**config.mk**
```make
export PLATFORM = sky130hd
export DESIGN_NAME = obb_mac
export DESIGN_NICKNAME = d
export VERILOG_FILES = /design/src/obb_pkg.sv /design/src/obb_mac.sv
export SDC_FILE = /design/constraint.sdc
export NUM_CORES = 2
export LEC_CHECK = 0
export BUFFER_PORTS_ARGS = -buffer_cell sky130_fd_sc_hd__clkbuf_2
export CAP_MARGIN = 20
export CORE_MARGIN = 2
export CORE_UTILIZATION = 62
export CTS_BUF_LIST = sky130_fd_sc_hd__clkbuf_8 sky130_fd_sc_hd__clkbuf_16
export DETAILED_ROUTE_END_ITERATION = 7
export HOLD_SLACK_MARGIN = 0.02
export PLACE_DENSITY = 0.9
export SKIP_LAST_GASP = 1
export SYNTH_ARGS = -nofsm -noshare
export SYNTH_HDL_FRONTEND = slang
export SYNTH_SLANG_ARGS = --single-unit
export TNS_END_PERCENT = 50
```
**constraint.sdc**
```tcl
create_clock -name clock -period 14.6 [get_ports clock]
set_input_delay 1.46 -clock clock [delete_from_list [all_inputs] [get_ports clock]]
set_output_delay 1.46 -clock clock [all_outputs]
set_load 0.005 [all_outputs]
```
**src/obb_pkg.sv**
```systemverilog
// ----------------------------------------------------------------------------
// obb_pkg
// Shared types, codes and index tables for the OBB separating axis test.
// ----------------------------------------------------------------------------
package obb_pkg;

   localparam int DIGIT = 32;
   localparam int STORE_DEPTH = 30;
   localparam int ADDR_W = 5;

   localparam logic CMD_LOAD = 1'b0;
   localparam logic CMD_TEST = 1'b1;

   localparam logic [2:0] SLOT_CENTER = 3'd0;
   localparam logic [2:0] SLOT_AXIS_X = 3'd1;
   localparam logic [2:0] SLOT_HALF   = 3'd4;
   localparam logic [2:0] SLOT_MAX    = 3'd4;

   localparam logic [3:0] FACE_AXES = 4'd6;
   localparam logic [3:0] LAST_AXIS = 4'd14;
   localparam logic [2:0] TERM_CENTER = 3'd0;
   localparam logic [2:0] LAST_TERM = 3'd6;
   localparam logic [1:0] LAST_COMP = 2'd2;

   typedef struct packed {
      logic       is_test;
      logic       box;
      logic [2:0] slot;
   } ctl_type;

   function automatic logic [ADDR_W-1:0] store_addr(input logic box, input logic [2:0] slot,
                                                    input logic [1:0] comp);
      logic [ADDR_W-1:0] a;
      a = box ? 5'd15 : 5'd0;
      a = a + 5'(slot) * 5'd3 + 5'(comp);
      return a;
   endfunction

   // next and second next component of a cross product
   function automatic logic [1:0] nxt1(input logic [1:0] i);
      logic [1:0] r;
      case (i)
         2'd0: r = 2'd1;
         2'd1: r = 2'd2;
         default: r = 2'd0;
      endcase
      return r;
   endfunction

   function automatic logic [1:0] nxt2(input logic [1:0] i);
      logic [1:0] r;
      case (i)
         2'd0: r = 2'd2;
         2'd1: r = 2'd0;
         default: r = 2'd1;
      endcase
      return r;
   endfunction

   function automatic logic face_box(input logic [3:0] n);
      return (n >= 4'd3);
   endfunction

   function automatic logic [1:0] face_k(input logic [3:0] n);
      logic [1:0] r;
      case (n)
         4'd0, 4'd3: r = 2'd0;
         4'd1, 4'd4: r = 2'd1;
         default:    r = 2'd2;
      endcase
      return r;
   endfunction

   // box 0 axis used by a cross axis
   function automatic logic [1:0] cross_u(input logic [3:0] n);
      logic [1:0] r;
      case (n)
         4'd6, 4'd7, 4'd8:    r = 2'd0;
         4'd9, 4'd10, 4'd11:  r = 2'd1;
         default:             r = 2'd2;
      endcase
      return r;
   endfunction

   // box 1 axis used by a cross axis
   function automatic logic [1:0] cross_v(input logic [3:0] n);
      logic [1:0] r;
      case (n)
         4'd6, 4'd9, 4'd12:   r = 2'd0;
         4'd7, 4'd10, 4'd13:  r = 2'd1;
         default:             r = 2'd2;
      endcase
      return r;
   endfunction

   function automatic logic term_box(input logic [2:0] t);
      return (t >= 3'd4);
   endfunction

   function automatic logic [1:0] term_k(input logic [2:0] t);
      logic [1:0] r;
      case (t)
         3'd1, 3'd4: r = 2'd0;
         3'd2, 3'd5: r = 2'd1;
         default:    r = 2'd2;
      endcase
      return r;
   endfunction

endpackage

```
**src/obb_mac.sv**
```systemverilog
// ----------------------------------------------------------------------------
// obb_mac
// Digit-serial signed multiply-accumulate: narrow x times wide y.
// ----------------------------------------------------------------------------
module obb_mac #(
   parameter int XW  = 33,
   parameter int YW  = 152,
   parameter int NDW = 3
) (
   input  logic                 clock,
   input  logic                 reset,
   input  logic                 start,
   input  logic                 clr,
   input  logic                 neg,
   input  logic signed [XW-1:0] x,
   input  logic signed [YW-1:0] y,
   input  logic [NDW-1:0]       nd,
   output logic signed [YW-1:0] acc,
   output logic                 done
);

   localparam int PW = XW + obb_pkg::DIGIT + 1;

   logic                 busy_ff, busy_in;
   logic                 done_ff, done_in;
   logic signed [XW-1:0] xr_ff, xr_in;
   logic signed [YW-1:0] yr_ff, yr_in;
   logic [NDW-1:0]       j_ff, j_in;
   logic [NDW-1:0]       last_ff, last_in;
   logic signed [YW-1:0] acc_ff, acc_in;
   logic                 last;
   logic signed [obb_pkg::DIGIT:0] digit;
   logic signed [PW-1:0] pp;
   logic signed [YW-1:0] ppx;

   assign last  = (j_ff == last_ff);
   assign digit = {last & yr_ff[obb_pkg::DIGIT-1], yr_ff[obb_pkg::DIGIT-1:0]};
   assign pp    = xr_ff * digit;
   assign ppx   = YW'(pp);
   assign acc   = acc_ff;
   assign done  = done_ff;

   always_comb begin
      busy_in = busy_ff;
      done_in = 1'b0;
      xr_in   = xr_ff;
      yr_in   = yr_ff;
      j_in    = j_ff;
      last_in = last_ff;
      acc_in  = acc_ff;
      if (start) begin
         busy_in = 1'b1;
         xr_in   = neg ? -x : x;
         yr_in   = y;
         j_in    = '0;
         last_in = nd - NDW'(1);
         if (clr) begin
            acc_in = '0;
         end
      end else if (busy_ff) begin
         acc_in = acc_ff + (ppx <<< (j_ff * obb_pkg::DIGIT));
         yr_in  = yr_ff >>> obb_pkg::DIGIT;
         j_in   = j_ff + NDW'(1);
         if (last) begin
            busy_in = 1'b0;
            done_in = 1'b1;
         end
      end
   end

   always_ff @(posedge clock) begin
      if (reset) begin
         busy_ff <= 1'b0;
         done_ff <= 1'b0;
      end else begin
         busy_ff <= busy_in;
         done_ff <= done_in;
      end
   end

   always_ff @(posedge clock) begin
      xr_ff   <= xr_in;
      yr_ff   <= yr_in;
      j_ff    <= j_in;
      last_ff <= last_in;
      acc_ff  <= acc_in;
   end

endmodule

```
==> flow_summary.toml <==
[timing]
rsz0062_at_grt = "no"
post-route-min-period_ns = 14.12
max_freq_mhz = 70.8
fin_ws_ns = 0.477
period_share_pct = 96.7
finalSetupTns_ns = 0
hold_violations = 0
drv_slew = 0
hold_slack_ns = 0.551
fin_worst_skew_ns = 0.0410
maxSlewHeadroom_pct = 14.6
max_slew.worst_pin.slew_ns = 1.27
finalSetupViolations = 0

[synth]
seq_area_frac_synth_pct = 15.9
synthCells = 7188
synth_area_per_cell_sq_um = 9.01
yosysTopAreaCellShare_pct = 35.4
synthFlopType = "edfxtp_1"
yosys-top-cells-area = "fa_1 35%, edfxtp_1 16%, ha_1 7.2%"
async_flop_share_pct = 0
synth_cell_types = 80
yosysTopAreaCell = "fa_1"
yosysWarnings = 0
netlist_area_sq_mm = 0.0648
syn_nets = 8898
synth.ff_latch_count = 345
synth_edf_count = 340

[cts]
numCtsBuffers = 45
clk_latency_ns = 0.68
post_cts_buffers = 0
cts_max_level = 2
cts_num_sinks = 345
root_buffer = "clkbuf_16"
cts.clk_slew.worst_paths_ns = 0.06
cts_tree = "yes"
cts.path.max_buffers = 3

[floorplan]
num_io_pins = 346
start_util_pct = 62.6
coreArea_sq_mm = 0.103
die_w_um = 327
dieArea_sq_mm = 0.107
die_h_um = 327
num_rows = 118

[critical_path]
crit_fanout = 23
cpMaxStageDelayCell = "edfxtp_1"
crit_type = "reg2reg"
crit_path_start_kind = "flip-flop"
crit_top_cell = "fa_1"
worstSetupEndpointType = "flip-flop"
max_stage_delay_ns = 0.94
cp_data_required_time_ns = 15.02
crit_arrival_ns = 14.54

[cells_and_area]
final_cell_mix = "1221 x inv_1, 1146 x fa_1, 1071 x nand2_1"
final_nets = 9016
final_core_util_pct = 67.2
layout_commonest_cell = "inv_1"
drive_gt1_share_pct = 9.90
syn2layout_area_growth_pct = 7.37

[grt]
top_usage_layer = "met2"
grt_start_max_net_pins = 175
grt_antenna_before_repair = 22
use_met3_pct = 13.1
grt_overflow = 0
use_met1_pct = 51.5
grt_util_met2_pct = 64.2
grt_pass1_vias = 58150
grt_pass1_wl_mm = 336
grtUsageTotal_pct = 41.4

[placement]
port_buffers = 345
place_congestion = 1.10
dpl.hpwl_mm = 179
pre_cts_slack_ns = 0.755

[run]
drv_cap = 0

[detailed_routing]
drt_drc_violations_left = 14
post_drt_via_cell_ratio = 6.42
vias = 56130
ant_nets = 0
wl_mm = 224
drt-pass1-iter-count = 8
drt-initial-drc-count = 7153
wl_per_cell_um = 25.6

[status]
violations = "DRC"
status = "finished, violations left"

[hold_path]
hp-class = "reg2reg"
worst max-delay path, delay by kind of cell (launching register included):
kind | cells | cell delay (ns)
fa+ha+maj | 10 | 5.33
compound gates | 13 | 3.51
simple gates | 8 | 2.54
buf+inv | 4 | 1.17
flops | 1 | 0.94
mux | 1 | 0.37
repair_timing:
item	in CTS	in global routing
setup endpoints to repair	0	3
gates resized for setup	0	1
hold buffers	0	0
Yosys cell counts (97+ instances only):
master and number:
xnor2_1 154, o21ai_0 181, mux2_2 135, edfxtp_1 340, nor2_1 416, ha_1 371, inv_1 1215, and2_1 335
a21oi_1 397, nand2_1 1073, nand4_1 97, clkbuf_1 387, fa_1 1146, a21o_1 105
per-stage QoR:
| step | cell area, sq um | std cells |
|---|---|---|
| floorplan | 64800 | 7188 |
| global placement | 67600 | 8629 |
| detailed placement | 67700 | 8631 |
| CTS | 69300 | 8715 |
| global route | 69500 | 8729 |
| finish | 69500 | 8740 |
state kept, by name, indices dropped and copies added (netlist names):
name / count
xr_ff: 33
yr_ff: 152
acc: 152
j_ff: 3
last_ff: 3
busy_ff: 1
done: 1
layout make-up:
type | count | area, sq um
multi-input cells | 5221 | 48300
fillers | 7543 | 34000
flip-flops and latches | 345 | 10300
inverters | 1217 | 4570
repair buffers | 476 | 2900
well taps | 1380 | 1730
clock buffers | 45 | 1130
clock inverters | 39 | 507
diodes | 17 | 42.5
cell families after synthesis:
| family | after synthesis | share of synthesized area (%) |
|---|---|---|
| compound gates | 1064 | 10.3 |
| mux | 163 | 2.78 |
| fa+ha+maj | 1517 | 42.6 |
| buf+inv | 1622 | 9.44 |
| simple gates | 2260 | 16.0 |
| flops | 345 | 15.9 |
| xor+xnor | 217 | 2.94 |
final timing paths:
path / startpoint / end / slack (ns) / cells past startpoint
max: xr_ff[32] / acc[144] / 0.48 / 36
min: yr_ff[54] / yr_ff[22] / 0.55 / 1
max reg2reg: xr_ff[32] / acc[144] / 0.48 / 36
min reg2reg: yr_ff[54] / yr_ff[22] / 0.55 / 1
metal layers:
layer	wire length [um]	vias to the layer above
li1	-	23202
met1	77000	27459
met2	101000	4291
met3	30100	1158
met4	16000	20
met5	199	-
Power is not shown: default switching activity piles up to over one toggle a cycle in this logic, so the estimate is an artifact.
